### config.mk
export PLATFORM = sky130hd
export DESIGN_NAME = double_ended_queue
export DESIGN_NICKNAME = d
export VERILOG_FILES = /design/src/design/deq_pkg.sv /design/src/design/double_ended_queue.sv /design/src/design/deq_ctrl.sv /design/src/design/deq_datapath.sv
export VERILOG_INCLUDE_DIRS = /design/src /design/src/design
export SDC_FILE = /design/constraint.sdc
export NUM_CORES = 1
export LEC_CHECK = 0
export BUFFER_PORTS_ARGS = -buffer_cell sky130_fd_sc_hd__buf_2
export CORE_MARGIN = 2
export CORE_UTILIZATION = 45
export DETAILED_ROUTE_END_ITERATION = 8
export GPL_ROUTABILITY_DRIVEN = 0
export SLEW_MARGIN = 5
export SYNTH_ARGS = -nofsm -noshare
export SYNTH_HDL_FRONTEND = slang
export SYNTH_SLANG_ARGS = --single-unit
### constraint.sdc
create_clock -name i_clk -period 5.1 [get_ports i_clk]
set_clock_uncertainty 0.2 [all_clocks]
set_input_delay 1.275 -clock i_clk [delete_from_list [all_inputs] [get_ports i_clk]]
set_output_delay 1.275 -clock i_clk [all_outputs]
set_load 0.05 [all_outputs]
### src/design/double_ended_queue_assert.svh
// ----------------------------------------------------------------------------
// Double-ended queue assertion macros
// Clocked assertion helpers used by the file that checks the queue.
// ----------------------------------------------------------------------------
`ifndef DOUBLE_ENDED_QUEUE_ASSERT_SVH
`define DOUBLE_ENDED_QUEUE_ASSERT_SVH

// A property checked on every rising edge of i_clk, idle while reset is held.
`define DEQ_ASSERT_CLK(lbl, prop, msg) \
    lbl: assert property (@(posedge i_clk) disable iff (!i_rst_n) prop) else $error(msg);

// A condition that must never be seen on a rising edge of i_clk.
`define DEQ_ASSERT_NEVER(lbl, cond, msg) \
    `DEQ_ASSERT_CLK(lbl, !(cond), msg)

`endif

### src/design/deq_pkg.sv
// ----------------------------------------------------------------------------
// Double-ended queue package
// Payload types, operation and status codes, and controller types.
// ----------------------------------------------------------------------------
package deq_pkg;

    localparam int DEPTH_DEFAULT = 16;
    localparam int DATA_W        = 32;

    // Operation codes carried in the opcode field.
    localparam logic [2:0] OP_PEEK       = 3'd0;
    localparam logic [2:0] OP_PUSH_FRONT = 3'd1;
    localparam logic [2:0] OP_PUSH_BACK  = 3'd2;
    localparam logic [2:0] OP_POP_FRONT  = 3'd3;
    localparam logic [2:0] OP_POP_BACK   = 3'd4;
    localparam logic [2:0] OP_CLEAR      = 3'd5;
    localparam logic [2:0] OP_REVERSE    = 3'd6;

    // Status codes reported with every result.
    localparam logic [1:0] STAT_DONE  = 2'd0;
    localparam logic [1:0] STAT_FULL  = 2'd1;
    localparam logic [1:0] STAT_EMPTY = 2'd2;

    typedef struct packed {
        logic [2:0]               opcode;
        logic signed [DATA_W-1:0] data_value;
    } t_in;

    typedef struct packed {
        logic signed [DATA_W-1:0] front_value;
        logic signed [DATA_W-1:0] back_value;
        logic [4:0]               item_count;
        logic                     is_empty;
        logic [1:0]               status;
    } t_out;

    typedef enum logic [1:0] {
        S_IDLE,
        S_LOAD,
        S_DONE
    } t_state;

    // Commands from the controller to the datapath.
    typedef struct packed {
        logic exec;
        logic load_rd;
        logic out_load;
    } t_dp_cmd;

    // Status from the datapath to the controller.
    typedef struct packed {
        logic pop_ok;
    } t_dp_stat;

endpackage

### src/design/double_ended_queue.sv
// ----------------------------------------------------------------------------
// Double-ended queue
// Ring-buffer deque of signed words with push, pop, clear and reverse.
// ----------------------------------------------------------------------------
// The input channel (i_in_valid, o_in_ready, i_in_data) carries one operation
// per transaction: an opcode and a word to push. The output channel
// (o_out_valid, i_out_ready, o_out_data) returns exactly one result per
// operation: the front and back words (all ones when empty), the count, an
// empty flag and a status that flags a rejected push or an ignored pop.
// An operation is executed on the edge at which it is accepted; its result
// enters the output register from the done state, after a read-back state
// for a pop that succeeds, since the new end word is then read back from the
// storage RAM through its registered read port. The controller holds one
// operation at a time, so a new transaction is taken only once the result of
// the last one has been handed over into the output register.
// When the receiver stalls, the finished result waits in the output register
// and one further operation may be accepted and executed; its result then
// waits in the controller until the output register is free.
// Synchronous reset empties the queue and clears the reversed flag; the
// storage RAM itself is not cleared, as no word is read before it is written.
// ----------------------------------------------------------------------------
`include "double_ended_queue_assert.svh"

module double_ended_queue #(
    parameter int DEPTH = deq_pkg::DEPTH_DEFAULT
) (
    input  logic          i_clk,
    input  logic          i_rst_n,
    input  logic          i_in_valid,
    output logic          o_in_ready,
    input  deq_pkg::t_in  i_in_data,
    output logic          o_out_valid,
    input  logic          i_out_ready,
    output deq_pkg::t_out o_out_data
);

    // Commands from the controller and status back from the datapath.
    deq_pkg::t_dp_cmd  dp_cmd;
    deq_pkg::t_dp_stat dp_stat;

    // The controller sequences each transaction: execute on acceptance,
    // an optional read-back state for pops that succeed, then the output hand-over.
    deq_ctrl u_ctrl (
        .i_clk       (i_clk),
        .i_rst_n     (i_rst_n),
        .i_in_valid  (i_in_valid),
        .o_in_ready  (o_in_ready),
        .o_out_valid (o_out_valid),
        .i_out_ready (i_out_ready),
        .i_stat      (dp_stat),
        .o_cmd       (dp_cmd)
    );

    // The datapath holds the ring storage, the head pointer, the count, the
    // reversed flag and cached copies of the physical first and last words.
    deq_datapath #(
        .DEPTH (DEPTH)
    ) u_datapath (
        .i_clk      (i_clk),
        .i_rst_n    (i_rst_n),
        .i_cmd      (dp_cmd),
        .i_in_data  (i_in_data),
        .o_stat     (dp_stat),
        .o_out_data (o_out_data)
    );

    // An empty queue must always report all ones at both ends.
    `DEQ_ASSERT_CLK(a_empty_ends, (o_out_valid && o_out_data.is_empty) |-> ((o_out_data.front_value == '1) && (o_out_data.back_value == '1)), "empty queue reported a word")

    // Only one operation is in flight: acceptance drops ready on the next cycle.
    `DEQ_ASSERT_CLK(a_one_in_flight, (i_in_valid && o_in_ready) |=> !o_in_ready, "second transaction accepted while busy")

    // A push can only be rejected when the queue holds words.
    `DEQ_ASSERT_NEVER(a_full_not_empty, o_out_valid && (o_out_data.status == deq_pkg::STAT_FULL) && o_out_data.is_empty, "push rejected on an empty queue")

endmodule

### src/design/deq_ctrl.sv
// ----------------------------------------------------------------------------
// Double-ended queue controller
// Sequences one transaction at a time through execute, read-back and output.
// ----------------------------------------------------------------------------
module deq_ctrl (
    input  logic              i_clk,
    input  logic              i_rst_n,
    input  logic              i_in_valid,
    output logic              o_in_ready,
    output logic              o_out_valid,
    input  logic              i_out_ready,
    input  deq_pkg::t_dp_stat i_stat,
    output deq_pkg::t_dp_cmd  o_cmd
);

    deq_pkg::t_state r_state;
    deq_pkg::t_state n_state;
    logic            r_out_valid;
    logic            out_free;

    assign out_free = !r_out_valid || i_out_ready;

    always_comb begin
        n_state = r_state;
        unique case (r_state)
            deq_pkg::S_IDLE: begin
                if (i_in_valid) begin
                    n_state = i_stat.pop_ok ? deq_pkg::S_LOAD : deq_pkg::S_DONE;
                end
            end
            deq_pkg::S_LOAD: begin
                n_state = deq_pkg::S_DONE;
            end
            deq_pkg::S_DONE: begin
                if (out_free) begin
                    n_state = deq_pkg::S_IDLE;
                end
            end
            default: begin
                n_state = deq_pkg::S_IDLE;
            end
        endcase
    end

    always_comb begin
        o_cmd          = '0;
        o_in_ready     = 1'b0;
        unique case (r_state)
            deq_pkg::S_IDLE: begin
                o_in_ready = 1'b1;
                o_cmd.exec = i_in_valid;
            end
            deq_pkg::S_LOAD: begin
                o_cmd.load_rd = 1'b1;
            end
            deq_pkg::S_DONE: begin
                o_cmd.out_load = out_free;
            end
            default: begin
                o_cmd = '0;
            end
        endcase
    end

    always_ff @(posedge i_clk) begin
        if (!i_rst_n) begin
            r_state     <= deq_pkg::S_IDLE;
            r_out_valid <= 1'b0;
        end else begin
            r_state <= n_state;
            if (o_cmd.out_load) begin
                r_out_valid <= 1'b1;
            end else if (i_out_ready) begin
                r_out_valid <= 1'b0;
            end
        end
    end

    assign o_out_valid = r_out_valid;

endmodule

### src/design/deq_datapath.sv
// ----------------------------------------------------------------------------
// Double-ended queue datapath
// Ring buffer storage, pointers, cached end words and the result register.
// ----------------------------------------------------------------------------
module deq_datapath #(
    parameter int DEPTH = deq_pkg::DEPTH_DEFAULT
) (
    input  logic              i_clk,
    input  logic              i_rst_n,
    input  deq_pkg::t_dp_cmd  i_cmd,
    input  deq_pkg::t_in      i_in_data,
    output deq_pkg::t_dp_stat o_stat,
    output deq_pkg::t_out     o_out_data
);

    localparam int IW = $clog2(DEPTH);
    localparam int CW = $clog2(DEPTH + 1);

    logic [deq_pkg::DATA_W-1:0] r_mem [DEPTH];
    logic [deq_pkg::DATA_W-1:0] r_rd_data;
    logic [deq_pkg::DATA_W-1:0] r_first;
    logic [deq_pkg::DATA_W-1:0] r_last;
    logic [deq_pkg::DATA_W-1:0] n_first;
    logic [deq_pkg::DATA_W-1:0] n_last;
    logic [IW-1:0]              r_head;
    logic [IW-1:0]              n_head;
    logic [CW-1:0]              r_count;
    logic [CW-1:0]              n_count;
    logic                       r_rev;
    logic                       n_rev;
    logic [1:0]                 r_status;
    logic [1:0]                 n_status;
    logic                       r_rd_to_first;
    deq_pkg::t_out              r_out;
    deq_pkg::t_out              n_out;

    logic [2:0]    op;
    logic          is_push;
    logic          is_pop;
    logic          at_start;
    logic          full;
    logic          empty;
    logic          push_ok;
    logic          pop_ok;
    logic [IW-1:0] head_dec;
    logic [IW-1:0] head_inc;
    logic [CW:0]   sum_end;
    logic [IW-1:0] end_slot;
    logic [IW-1:0] last_slot;
    logic [IW-1:0] last_dec;
    logic          wr_en;
    logic [IW-1:0] wr_addr;
    logic          rd_en;
    logic [IW-1:0] rd_addr;

    assign op      = i_in_data.opcode;
    assign is_push = (op == deq_pkg::OP_PUSH_FRONT) || (op == deq_pkg::OP_PUSH_BACK);
    assign is_pop  = (op == deq_pkg::OP_POP_FRONT) || (op == deq_pkg::OP_POP_BACK);
    // A logical front operation works at the physical start unless reversed.
    assign at_start = (is_push ? (op == deq_pkg::OP_PUSH_FRONT)
                               : (op == deq_pkg::OP_POP_FRONT)) ^ r_rev;
    assign full    = (r_count == CW'(DEPTH));
    assign empty   = (r_count == '0);
    assign push_ok = is_push && !full;
    assign pop_ok  = is_pop && !empty;

    assign head_dec = (r_head == '0) ? IW'(DEPTH - 1) : r_head - 1'b1;
    assign head_inc = (r_head == IW'(DEPTH - 1)) ? '0 : r_head + 1'b1;

    // Slot after the physical last word, wrapped by one compare and subtract.
    assign sum_end  = (CW+1)'(r_head) + (CW+1)'(r_count);
    assign end_slot = (sum_end >= (CW+1)'(DEPTH)) ? IW'(sum_end - (CW+1)'(DEPTH))
                                                  : IW'(sum_end);
    assign last_slot = (end_slot == '0) ? IW'(DEPTH - 1) : end_slot - 1'b1;
    assign last_dec  = (last_slot == '0) ? IW'(DEPTH - 1) : last_slot - 1'b1;

    assign o_stat.pop_ok = pop_ok;

    always_comb begin
        n_head   = r_head;
        n_count  = r_count;
        n_rev    = r_rev;
        n_status = r_status;
        n_first  = r_first;
        n_last   = r_last;
        wr_en    = 1'b0;
        wr_addr  = end_slot;
        rd_en    = 1'b0;
        rd_addr  = head_inc;
        if (i_cmd.exec) begin
            n_status = deq_pkg::STAT_DONE;
            if (is_push) begin
                if (full) begin
                    n_status = deq_pkg::STAT_FULL;
                end else begin
                    wr_en   = 1'b1;
                    n_count = r_count + 1'b1;
                    if (at_start) begin
                        n_head  = head_dec;
                        wr_addr = head_dec;
                        n_first = i_in_data.data_value;
                        if (empty) begin
                            n_last = i_in_data.data_value;
                        end
                    end else begin
                        n_last = i_in_data.data_value;
                        if (empty) begin
                            n_first = i_in_data.data_value;
                        end
                    end
                end
            end else if (is_pop) begin
                if (empty) begin
                    n_status = deq_pkg::STAT_EMPTY;
                end else begin
                    rd_en   = 1'b1;
                    n_count = r_count - 1'b1;
                    if (at_start) begin
                        n_head = head_inc;
                    end else begin
                        rd_addr = last_dec;
                    end
                end
            end else if (op == deq_pkg::OP_CLEAR) begin
                n_count = '0;
                n_head  = '0;
            end else if (op == deq_pkg::OP_REVERSE) begin
                n_rev = !r_rev;
            end
        end
        if (i_cmd.load_rd) begin
            if (r_rd_to_first) begin
                n_first = r_rd_data;
            end else begin
                n_last = r_rd_data;
            end
        end
    end

    always_comb begin
        n_out.item_count = 5'(r_count);
        n_out.is_empty   = (r_count == '0);
        n_out.status     = r_status;
        if (r_count == '0) begin
            n_out.front_value = '1;
            n_out.back_value  = '1;
        end else if (r_rev) begin
            n_out.front_value = r_last;
            n_out.back_value  = r_first;
        end else begin
            n_out.front_value = r_first;
            n_out.back_value  = r_last;
        end
    end

    always_ff @(posedge i_clk) begin
        if (wr_en) begin
            r_mem[wr_addr] <= i_in_data.data_value;
        end
        if (rd_en) begin
            r_rd_data <= r_mem[rd_addr];
        end
    end

    always_ff @(posedge i_clk) begin
        if (!i_rst_n) begin
            r_head   <= '0;
            r_count  <= '0;
            r_rev    <= 1'b0;
            r_status <= deq_pkg::STAT_DONE;
        end else begin
            r_head   <= n_head;
            r_count  <= n_count;
            r_rev    <= n_rev;
            r_status <= n_status;
        end
    end

    always_ff @(posedge i_clk) begin
        r_first <= n_first;
        r_last  <= n_last;
        if (rd_en) begin
            r_rd_to_first <= at_start;
        end
        if (i_cmd.out_load) begin
            r_out <= n_out;
        end
    end

    assign o_out_data = r_out;

endmodule

==> results of run 1 <==
-- metrics by stage --
| step | hold slack (ns) | area (sq um) | setup slack (ns) |
|---|---|---|---|
| final | 0.227 | 31800 | 0.579 |
| after global routing | 0.248 | 31800 | 0.324 |
| after CTS | 0.231 | 31800 | 0.588 |
| after detailed placement | 0.223 | 29400 | 0.457 |
| after global placement | 0.218 | 29400 | 0.551 |
| after floorplan | 0.208 | 27500 | 0.0526 |
-- area by class of cell --
| cell class | instances | area share |
|---|---|---|
| Inverter | 12 | 0.00142 |
| Timing Repair Buffer | 157 | 0.0357 |
| Clock buffer | 100 | 0.0645 |
| Tap cell | 782 | 0.0308 |
| Clock inverter | 34 | 0.0100 |
| Multi-Input combinational cell | 752 | 0.225 |
| Sequential cell | 696 | 0.633 |
-- kinds of logic after synthesis --
group | Yosys count | share of synthesized area
flops | 696 | 0.731
simple gates | 268 | 0.0413
mux | 259 | 0.152
compound gates | 202 | 0.0480
buf+inv | 97 | 0.0167
fa+ha+maj | 13 | 0.00619
xor+xnor | 10 | 0.00446
-- cell usage in the layout, fill, tap and decap left out, types with 3 or more instances in the layout --
cell,count
buf_2,112
o211a_1,4
clkinv_2,9
a22oi_1,70
nor2_1,12
a21oi_1,16
o21ai_0,76
nor3_1,6
mux4_2,128
xnor2_1,3
a21boi_0,3
edfxtp_1,617
nor2b_1,4
mux2i_1,131
nand2b_1,7
ha_1,12
buf_4,26
nand2_1,190
inv_1,10
bufinv_16,6
xor2_1,4
buf_12,19
clkbuf_16,76
nor2_4,20
dfxtp_1,78
o22ai_1,3
nor3b_1,4
clkinv_1,16
clkbuf_1,18
nor4_1,3
or2_2,3
nand3_1,3
o21ai_4,3
clkbuf_8,6
and2_1,5
-- final timing paths --
path | cells past startpoint | startpoint | end | slack, ns
max | 14 | u_datapath.r_head[0]$_SDFFE_PN0P_ | u_datapath.r_rd_data[16]$_DFFE_PP_ | 0.58
min | 0 | u_datapath.r_status[0]$_SDFFE_PN0P_ | u_datapath.o_out_data[0]$_DFFE_PP_ | 0.23
max reg2reg | 14 | u_datapath.r_head[0]$_SDFFE_PN0P_ | u_datapath.r_rd_data[16]$_DFFE_PP_ | 0.58
min reg2reg | 0 | u_datapath.r_status[0]$_SDFFE_PN0P_ | u_datapath.o_out_data[0]$_DFFE_PP_ | 0.23
-- worst max-delay path: cells and delay by family (launching register included) --
| kind | cells | cell delay, ns |
|---|---|---|
| adder cells (fa/ha/maj) | 3 | 1.18 |
| AO/OA/AOI/OAI | 3 | 0.64 |
| AND/OR/NAND/NOR | 4 | 0.63 |
| buffers and inverters | 3 | 0.63 |
| multiplexers | 1 | 0.54 |
| flip-flops | 1 | 0.39 |
-- report_power, final --
part	internal (mW)	switching (mW)
Clock	3.12	2.12
Combinational	0.746	1.04
Sequential	6.57	0.205
Total	10.4	3.37
-- state kept, by name (all words and copies together), names as in the netlist --
register and cells:
u_datapath.r_last 32, u_ctrl.o_out_valid 1, u_datapath.r_rd_to_first 1, u_datapath.r_mem 512, u_datapath.r_head 4, u_ctrl.r_state 2
u_datapath.r_first 32, u_datapath.r_count 5, u_datapath.r_rev 1, u_datapath.o_out_data 72, u_datapath.r_rd_data 32, u_datapath.r_status 2
-- metal layers --
metal  vias up  global-route usage  share of wire
met2       370               0.330           0.49
met1      7527               0.273           0.44
li1       6438                   -              -
met5         -                   0        0.00020
met4         2              0.0560          0.020
met3        83              0.0329          0.049
==> run metrics, run 1 <==
status=finished clean; number of synthesized flops with an enable pin=617; Pre-antenna DRT Iters=5; vias in the first global route=roughly 15k; placed cells=between 2k and 2.5k; gr usage total=0.199; Clock Path Buffers=3; worst path arrival time=between 4 and 5 ns; H-tree levels=3; multi-input logic area=roughly 0.0071 sq mm; count leader, synth=edfxtp_1; Crit Path Max Fanout=35; peak supply drop=between 0.2 and 0.25 mV; number of port buffers=around 110; WP data required=about 5.2 ns; critical path's slowest cell=fa_1; ANT nets after route=0; Worst Hold Class=flip-flop to flip-flop; fillers=4,796; synth warn=0; total number of vias=between 10k and 15k; crit share post-route=0.886; Final nets=approximately 1.7k; final-report hold violation count=0; Die X=around 250 um; Vias per Instance=5.69; n_diodes=0; Num CTS Buffers=73; core area=between 0.06 and 0.07 sq mm; Post-Syn Area=between 0.02 and 0.03 sq mm; grt ovf=0; top post-synthesis cells by area=edfxtp_1, mux4_2, dfxtp_1; total power=13.8 mW; DRC viols=0; clock slew at reported path FFs=about 0.06 ns; number of max-cap violations=0; share of cells above drive strength 1=0.242; leakage=between 10 and 15 nW; area grow syn2layout=15.6%; asr flop ratio synth=0; syn avg cell area=17.8 sq um; final wirelength=between 60,000 and 70,000 um; # rows=90; syn nets=between 1.5k and 2k; Yosys top cell by area=edfxtp_1; postcts setup bufs=0; FF+latch area=approximately 0.02 sq mm; Pwr Density=~430 mW/mm^2; Seq cells post-synth=696; actual slew at the worst max-slew pin=about 1.3 ns; RSZ-0062 raised after global routing=false; hold_buf cts=0; Synth Instances=between 1.5k and 2k; num ports=between 100 and 150; CTS resizes=0; Main synth FF type=edfxtp_1; initial antenna violation count=1; clock period minus worst slack=between 4 and 5 ns; top cell type's share of synthesized area=0.673; Skew-Pair Late Insertion Delay=approximately 0.6 ns; fin util=0.527; DRT iter0 DRCs=between 1k and 1.5k; Distinct cells, synth=between 60 and 70; Slew HR=0.0994; Finished Layout Cells=2,533; CTS tree=yes; final setup TNS=0 ns; Die Y-Extent=roughly 250 um; Setup Viol. Count Final=0; initial core utilization=0.456; Worst Setup End Kind=flip-flop; Root Driver=clkbuf_16; CP Launch Type=flip-flop; detailed-route wire length per cell=24.2 um; delay of the slowest critical-path stage=0.58 ns; final-report max-slew violation count=0; worst path cell trace=ha_1, fa_1, inv_1, ha_1, nand2b_1, nand2b_1, o311ai_0, nor4_1, o21ai_4, buf_12, buf_12, mux4_2, a22oi_1, nand2_1; clock sink total=around 700; post-synthesis sequential area ratio=0.731; post-DP HPWL=between 30,000 and 40,000 um; largest net degree at the start of global routing=65; Setup Crit Path Kind=flip-flop to flip-flop; most common library cells after synthesis=edfxtp_1, nand2_1, mux2i_1; f_max=221 MHz; full die area=0.0631 sq mm; first-pass GRT wire length=93,000 um
Note: power is estimated with default switching activity, not from simulation.
==> run 2: changes to the inputs <==
--- a/config.mk
+++ b/config.mk
@@ -7,7 +7,6 @@
 export NUM_CORES = 1
 export LEC_CHECK = 0
 export BUFFER_PORTS_ARGS = -buffer_cell sky130_fd_sc_hd__buf_2
-export CORE_MARGIN = 2
 export CORE_UTILIZATION = 45
 export DETAILED_ROUTE_END_ITERATION = 8
 export GPL_ROUTABILITY_DRIVEN = 0
==> run metrics, run 2 (synthesized netlist as in run 1, its figures left out) <==
status=finished clean (unchanged); postcts setup bufs=0 (unchanged); actual slew at the worst max-slew pin=1.02 ns (was 1.35 ns); clock period minus worst slack=4.65 ns (was 4.52 ns); worst path arrival time=4.79 ns (was 4.66 ns); RSZ-0062 raised after global routing=false (unchanged); Pwr Density=431 mW/mm^2 (was 434 mW/mm^2); WP data required=5.24 ns (about the same); multi-input logic area=0.00714 sq mm (was 0.00715 sq mm); post-DP HPWL=34,400 um (was 34,300 um); number of port buffers=112 (unchanged); DRT iter0 DRCs=1,485 (was 1,097); Final nets=1,748 (was 1,744); final-report max-slew violation count=0 (unchanged); ANT nets after route=0 (unchanged); clock sink total=696 (unchanged); Worst Hold Class=flip-flop to flip-flop (unchanged); detailed-route wire length per cell=24.1 um (was 24.2 um); max reg flops=512 (unchanged); worst path cell trace=ha_1, fa_1, inv_1, ha_1, nand2b_1, nand2b_1, o311ai_0, nor4_1, o21ai_4, buf_12, mux4_2, a22oi_1, nand2_1 (was ha_1, fa_1, inv_1, ha_1, nand2b_1, nand2b_1, o311ai_0, nor4_1, o21ai_4, buf_12, buf_12, mux4_2, a22oi_1, nand2_1); register with the most flip-flops=u_datapath.r_mem (unchanged); delay of the slowest critical-path stage=0.57 ns (was 0.58 ns); DRC viols=0 (unchanged); Num CTS Buffers=71 (was 73); final wirelength=61,200 um (was 61,400 um); Die Y-Extent=249 um (was 251 um); Pre-antenna DRT Iters=7 (was 5); full die area=0.0621 sq mm (was 0.0631 sq mm); vias in the first global route=14.3k (was 14.7k); largest net degree at the start of global routing=73 (was 65); Slew HR=0.321 (was 0.0994); hold_buf cts=0 (unchanged); FF+latch area=0.0201 sq mm (unchanged); CTS resizes=0 (unchanged); Setup Viol. Count Final=0 (unchanged); placed cells=2,405 (was 2,399); CTS tree=yes (unchanged); Setup Crit Path Kind=flip-flop to flip-flop (unchanged); Root Driver=clkbuf_16 (unchanged); clock slew at reported path FFs=0.06 ns (about the same); Skew-Pair Late Insertion Delay=0.61 ns (was 0.60 ns); H-tree levels=3 (unchanged); Crit Path Max Fanout=26 (was 35); Vias per Instance=5.71 (was 5.69); gr usage total=0.200 (was 0.199); final setup TNS=0 ns (unchanged); CP Launch Type=flip-flop (unchanged); Worst Setup End Kind=flip-flop (unchanged); area grow syn2layout=15.9% (was 15.6%); first-pass GRT wire length=92,100 um (was 93,000 um); # rows=90 (unchanged); grt ovf=0 (unchanged); f_max=215 MHz (was 221 MHz); initial core utilization=0.456 (unchanged); Die X=249 um (was 251 um); crit share post-route=0.911 (was 0.886); Clock Path Buffers=3 (unchanged); total number of vias=14.5k (was 14.4k); peak supply drop=0.245 mV (was 0.208 mV); leakage=10.7 nW (about the same); initial antenna violation count=4 (was 1); number of max-cap violations=0 (unchanged); Finished Layout Cells=2,538 (was 2,533); critical path's slowest cell=fa_1 (unchanged); core area=0.0604 sq mm (unchanged); num ports=113 (unchanged); commonest cells after routing, fill and taps aside=edfxtp_1, nand2_1, mux2i_1 (unchanged); fillers=4,729 (was 4,796); commonest non-fill, non-tap cell in the layout=edfxtp_1 (unchanged); final-report hold violation count=0 (unchanged); share of cells above drive strength 1=0.252 (was 0.242)
[run 2: changes by cell type in the layout (fill, tap and decap cells not counted), moves of 3 or more]
cell,before,now
clkinv_2,9,16
buf_12,19,24
inv_6,1,4
clkbuf_1,18,12
clkinv_1,16,8
clkbuf_8,6,9
clkbuf_16,76,71
[run 2: critical path: cells and delay by family, from the launching register on]
kind	cells	cell delay [ns]
DFF	1	0.38
and+or+nand+nor	4	0.66
adders and majority gates	3	1.18
buffers and inverters	2	0.42
AOI/OAI and AO/OA	3	0.95
muxes	1	0.54
[run 2: worst paths after layout]
path	endpoint	depth (start not counted)	startpoint	slack, ns
worst min register to register	u_datapath.o_out_data[1]$_DFFE_PP_	0	u_datapath.r_status[1]$_SDFFE_PN0P_	0.24
worst max register to register	u_datapath.r_rd_data[16]$_DFFE_PP_	13	u_datapath.r_count[0]$_SDFFE_PN0P_	0.45
worst max-delay path	u_datapath.r_rd_data[16]$_DFFE_PP_	13	u_datapath.r_count[0]$_SDFFE_PN0P_	0.45
worst min-delay path	u_datapath.o_out_data[1]$_DFFE_PP_	0	u_datapath.r_status[1]$_SDFFE_PN0P_	0.24
[run 2: cell type report]
| type | count | share of cell area |
|---|---|---|
| inverter | 12 | 0.00141 |
| clock buffer | 92 | 0.0610 |
| sequential | 696 | 0.631 |
| clock inverter | 40 | 0.0126 |
| timing repair buffer | 163 | 0.0390 |
| tap | 782 | 0.0307 |
| multi-input combinational | 752 | 0.224 |
| antenna | 1 | 0.0000785 |
[run 2: metrics by stage]
step	hold slack, ns	total power, mW	utilization	worst slack [ns]	instance area, sq um
2_1_floorplan	0.208	8.16	-	0.0526	27500
3_3_place_gp	0.226	8.66	0.489	0.587	29500
3_5_place_dp	0.233	8.71	0.489	0.507	29500
4_1_cts	0.247	13.9	0.528	0.488	31900
5_1_grt	0.264	14.3	0.528	0.205	31900
6_report	0.242	13.7	0.528	0.454	31900
[run 2: metal layers]
layer  routed length, um  GRT usage  share of wire
met2               30100      0.327           0.49
met1               26300      0.278           0.43
met3                3730     0.0325          0.061
met5                  33          0        0.00054
met4                1080     0.0552          0.018
[run 2: where the power goes]
part | internal [mW] | switching (mW)
Combinational | 0.758 | 1.03
Clock | 3.03 | 2.16
Sequential | 6.57 | 0.206
Total | 10.4 | 3.39
==> run 3: changes to the inputs <==
--- a/config.mk
+++ b/config.mk
@@ -7,10 +7,12 @@
 export NUM_CORES = 1
 export LEC_CHECK = 0
 export BUFFER_PORTS_ARGS = -buffer_cell sky130_fd_sc_hd__buf_2
-export CORE_UTILIZATION = 45
+export CORE_UTILIZATION = 50
 export DETAILED_ROUTE_END_ITERATION = 8
 export GPL_ROUTABILITY_DRIVEN = 0
+export PLACE_DENSITY = 0.69
 export SLEW_MARGIN = 5
 export SYNTH_ARGS = -nofsm -noshare
 export SYNTH_HDL_FRONTEND = slang
 export SYNTH_SLANG_ARGS = --single-unit
+export TNS_END_PERCENT = 100
==> constraint.sdc (replaced) <==
create_clock -name i_clk -period 5.1 [get_ports i_clk]
set_clock_uncertainty 0.2 [all_clocks]
set_input_delay 0.255 -clock i_clk [delete_from_list [all_inputs] [get_ports i_clk]]
set_output_delay 0.255 -clock i_clk [all_outputs]
set_load 0.05 [all_outputs]
==> run metrics, run 3 (synthesized netlist as in run 1, its figures left out) <==
RSZ-0062 raised after global routing=false (unchanged); grt met2 use=0.370 (was 0.327); clock period minus worst slack=4.39 ns (was 4.65 ns); clock network power share=0.364 (was 0.377); number of max-cap violations=0 (unchanged); Pre-antenna DRT Iters=7 (unchanged); largest net degree at the start of global routing=69 (was 73); num ports=113 (unchanged); Seq pwr share=0.503 (was 0.493); Reg-to-Reg End=u_datapath.r_rd_data[22]$_DFFE_PP_ (was u_datapath.r_rd_data[16]$_DFFE_PP_); Die X=237 um (was 249 um); first-pass GRT wire length=91,500 um (was 92,100 um); gr busiest metal=met2 (unchanged); worst min-delay path endpoint=u_datapath.o_out_data[1]$_DFFE_PP_ (unchanged); Clock Path Buffers=3 (unchanged); Crit path depth=14 (was 13); WHS=0.249 ns (was 0.242 ns); Finished Layout Cells=2,470 (was 2,538); Root Driver=clkbuf_16 (unchanged); met3 usage=0.0384 (was 0.0325); share of cells above drive strength 1=0.234 (was 0.252); critical path's slowest cell=fa_1 (unchanged); Worst Path Buf+Inv=3 (was 2); Worst R2R Setup Slack=0.71 ns (was 0.45 ns); final wirelength=61,000 um (was 61,200 um); leakage=10.7 nW (about the same); Skew-Pair Late Insertion Delay=0.59 ns (was 0.61 ns); status=finished clean (unchanged); Setup Viol. Count Final=0 (unchanged); initial antenna violation count=3 (was 4); Die Y-Extent=237 um (was 249 um); Worst Setup End Kind=flip-flop (unchanged); WP data required=5.25 ns (was 5.24 ns); core area=0.0541 sq mm (was 0.0604 sq mm); commonest non-fill, non-tap cell in the layout=edfxtp_1 (unchanged); crit share post-route=0.860 (was 0.911); Setup Crit Path Kind=flip-flop to flip-flop (unchanged); delay-heaviest family, CP=adder cells (unchanged); commonest cells after routing, fill and taps aside=edfxtp_1, nand2_1, mux2i_1 (unchanged); vias in the first global route=14.9k (was 14.3k); Worst Hold Path Cells=0 (unchanged); number of port buffers=112 (unchanged); total number of vias=14.8k (was 14.5k); Slew HR=0.403 (was 0.321); worst path arrival time=4.53 ns (was 4.79 ns); Worst R2R Start=u_datapath.r_count[0]$_SDFFE_PN0P_ (unchanged); placed cell areas=0.0291 sq mm (was 0.0295 sq mm); CTS tree=yes (unchanged); final-report hold violation count=0 (unchanged); Pwr Density=424 mW/mm^2 (was 431 mW/mm^2); max reg flops=512 (unchanged); final setup TNS=0 ns (unchanged); actual slew at the worst max-slew pin=0.893 ns (was 1.02 ns); # rows=85 (was 90); fraction of power spent switching nets=0.245 (was 0.247); sw power=3.29 mW (was 3.39 mW); f_max=228 MHz (was 215 MHz); delay of the slowest critical-path stage=0.57 ns (about the same); fin util=0.586 (was 0.528); placed cells=2,308 (was 2,405); Crit Path Max Fanout=32 (was 26); worst path cell trace=ha_1, fa_1, inv_1, ha_1, nand2b_1, nand2b_1, o311ai_0, nor4_1, o21ai_4, buf_4, buf_12, mux4_2, a22oi_1, nand2_1 (was ha_1, fa_1, inv_1, ha_1, nand2b_1, nand2b_1, o311ai_0, nor4_1, o21ai_4, buf_12, mux4_2, a22oi_1, nand2_1); CTS resizes=0 (unchanged); R2R depth=14 (was 13); final-report max-slew violation count=0 (unchanged); post-DP HPWL=32,300 um (was 34,400 um); met1 Usage GRT=0.299 (was 0.278); fillers=3,941 (was 4,729); multi-input logic area=0.00713 sq mm (was 0.00714 sq mm); initial core utilization=0.508 (was 0.456); Worst Hold Class=flip-flop to flip-flop (unchanged); FF+latch area=0.0201 sq mm (unchanged); Final nets=1,773 (was 1,748); full die area=0.0560 sq mm (was 0.0621 sq mm); Hold Crit Start=u_datapath.r_status[1]$_SDFFE_PN0P_ (unchanged); DRT iter0 DRCs=1,305 (was 1,485); ANT nets after route=0 (unchanged); DRC viols=0 (unchanged); Comb pwr share=0.133 (was 0.130); gr usage total=0.221 (was 0.200); clock sink total=696 (unchanged); CP Launch Type=flip-flop (unchanged); peak supply drop=0.234 mV (was 0.245 mV); register with the most flip-flops=u_datapath.r_mem (unchanged); Num CTS Buffers=68 (was 71); area grow syn2layout=15.2% (was 15.9%); detailed-route wire length per cell=24.7 um (was 24.1 um); grt ovf=0 (unchanged); design area=0.0317 sq mm (was 0.0319 sq mm); H-tree levels=3 (unchanged); clock slew at reported path FFs=0.06 ns (about the same); P_int=10.2 mW (was 10.4 mW); Vias per Instance=6.01 (was 5.71)
==> run 3: cell count changes in the layout (fill, tap and decap cells not counted), moves of 2 or more <==
cell,delta
buf_12,-14
buf_4,+3
bufinv_16,-3
clkbuf_1,+4
clkinv_1,+2
clkinv_2,-6
clkinv_8,-2
dlygate4sd3_1,+39
inv_6,-3
nor2_2,+3
nor2_4,-3
==> run 3: area by class of cell <==
class                   instances  area share
clock inverters                26     0.00632
diodes                          1   0.0000789
repair buffers                191      0.0434
flip-flops and latches        696       0.635
clock buffers                  96      0.0619
well taps                     696      0.0275
multi-input cells             752       0.225
inverters                      12     0.00142
==> run 3: stage by stage <==
stage	setup slack (ns)	total power, mW
global placement	0.861	8.59
floorplan	0.540	8.16
finish	0.712	13.5
detailed placement	0.776	8.66
global route	0.463	14.0
CTS	0.687	13.5
==> run 3: worst max-delay path by stage <==
stage | endpoint | slack, ns | startpoint
after global placement | u_datapath.r_rd_data[25]$_DFFE_PP_ | 0.86 | u_datapath.r_count[0]$_SDFFE_PN0P_
final | u_datapath.r_rd_data[22]$_DFFE_PP_ | 0.71 | u_datapath.r_count[0]$_SDFFE_PN0P_
after CTS | u_datapath.r_rd_data[22]$_DFFE_PP_ | 0.69 | u_datapath.r_count[0]$_SDFFE_PN0P_
after floorplan | u_datapath.o_out_data[0]$_DFFE_PP_ | 0.54 | u_ctrl.o_out_valid$_SDFFE_PN0P_
after detailed placement | u_datapath.r_rd_data[25]$_DFFE_PP_ | 0.78 | u_datapath.r_count[0]$_SDFFE_PN0P_
after global routing | u_datapath.r_rd_data[18]$_DFFE_PP_ | 0.46 | u_datapath.r_count[0]$_SDFFE_PN0P_
==> run 3: worst register-to-register path, cell delays in order (launching register included) <==
cell and delay [ns]:
dfxtp_1 0.38, ha_1 0.26, fa_1 0.57, inv_1 0.12
ha_1 0.35, nand2b_1 0.23, nand2b_1 0.20, o311ai_0 0.13
nor4_1 0.13, o21ai_4 0.18, buf_4 0.22, buf_12 0.28
mux4_2 0.58, a22oi_1 0.24, nand2_1 0.07
==> run 3: power by group through the flow <==
stage / Sequential (mW) / Clock (mW) / Combinational [mW]
after global routing: 6.81 / 5.19 / 1.95
after floorplan: 6.97 / 0 / 1.19
after detailed placement: 6.89 / 0 / 1.77
after global placement: 6.87 / 0 / 1.72
final: 6.77 / 4.89 / 1.79
after CTS: 6.77 / 4.96 / 1.81
==> run 3: repair_timing <==
item                       in CTS  in global routing
hold buffers                   39                  0
setup endpoints to repair       0                  0
hold endpoints to repair      590                  0
setup buffers                   0                  0
==> run 3: layer usage <==
metal	wire, um	part of all wire	up-vias
li1	-	-	6480
met1	25200	0.41	7692
met2	30300	0.50	560
met3	4240	0.070	102
met4	1240	0.020	2
met5	13	0.00021	-
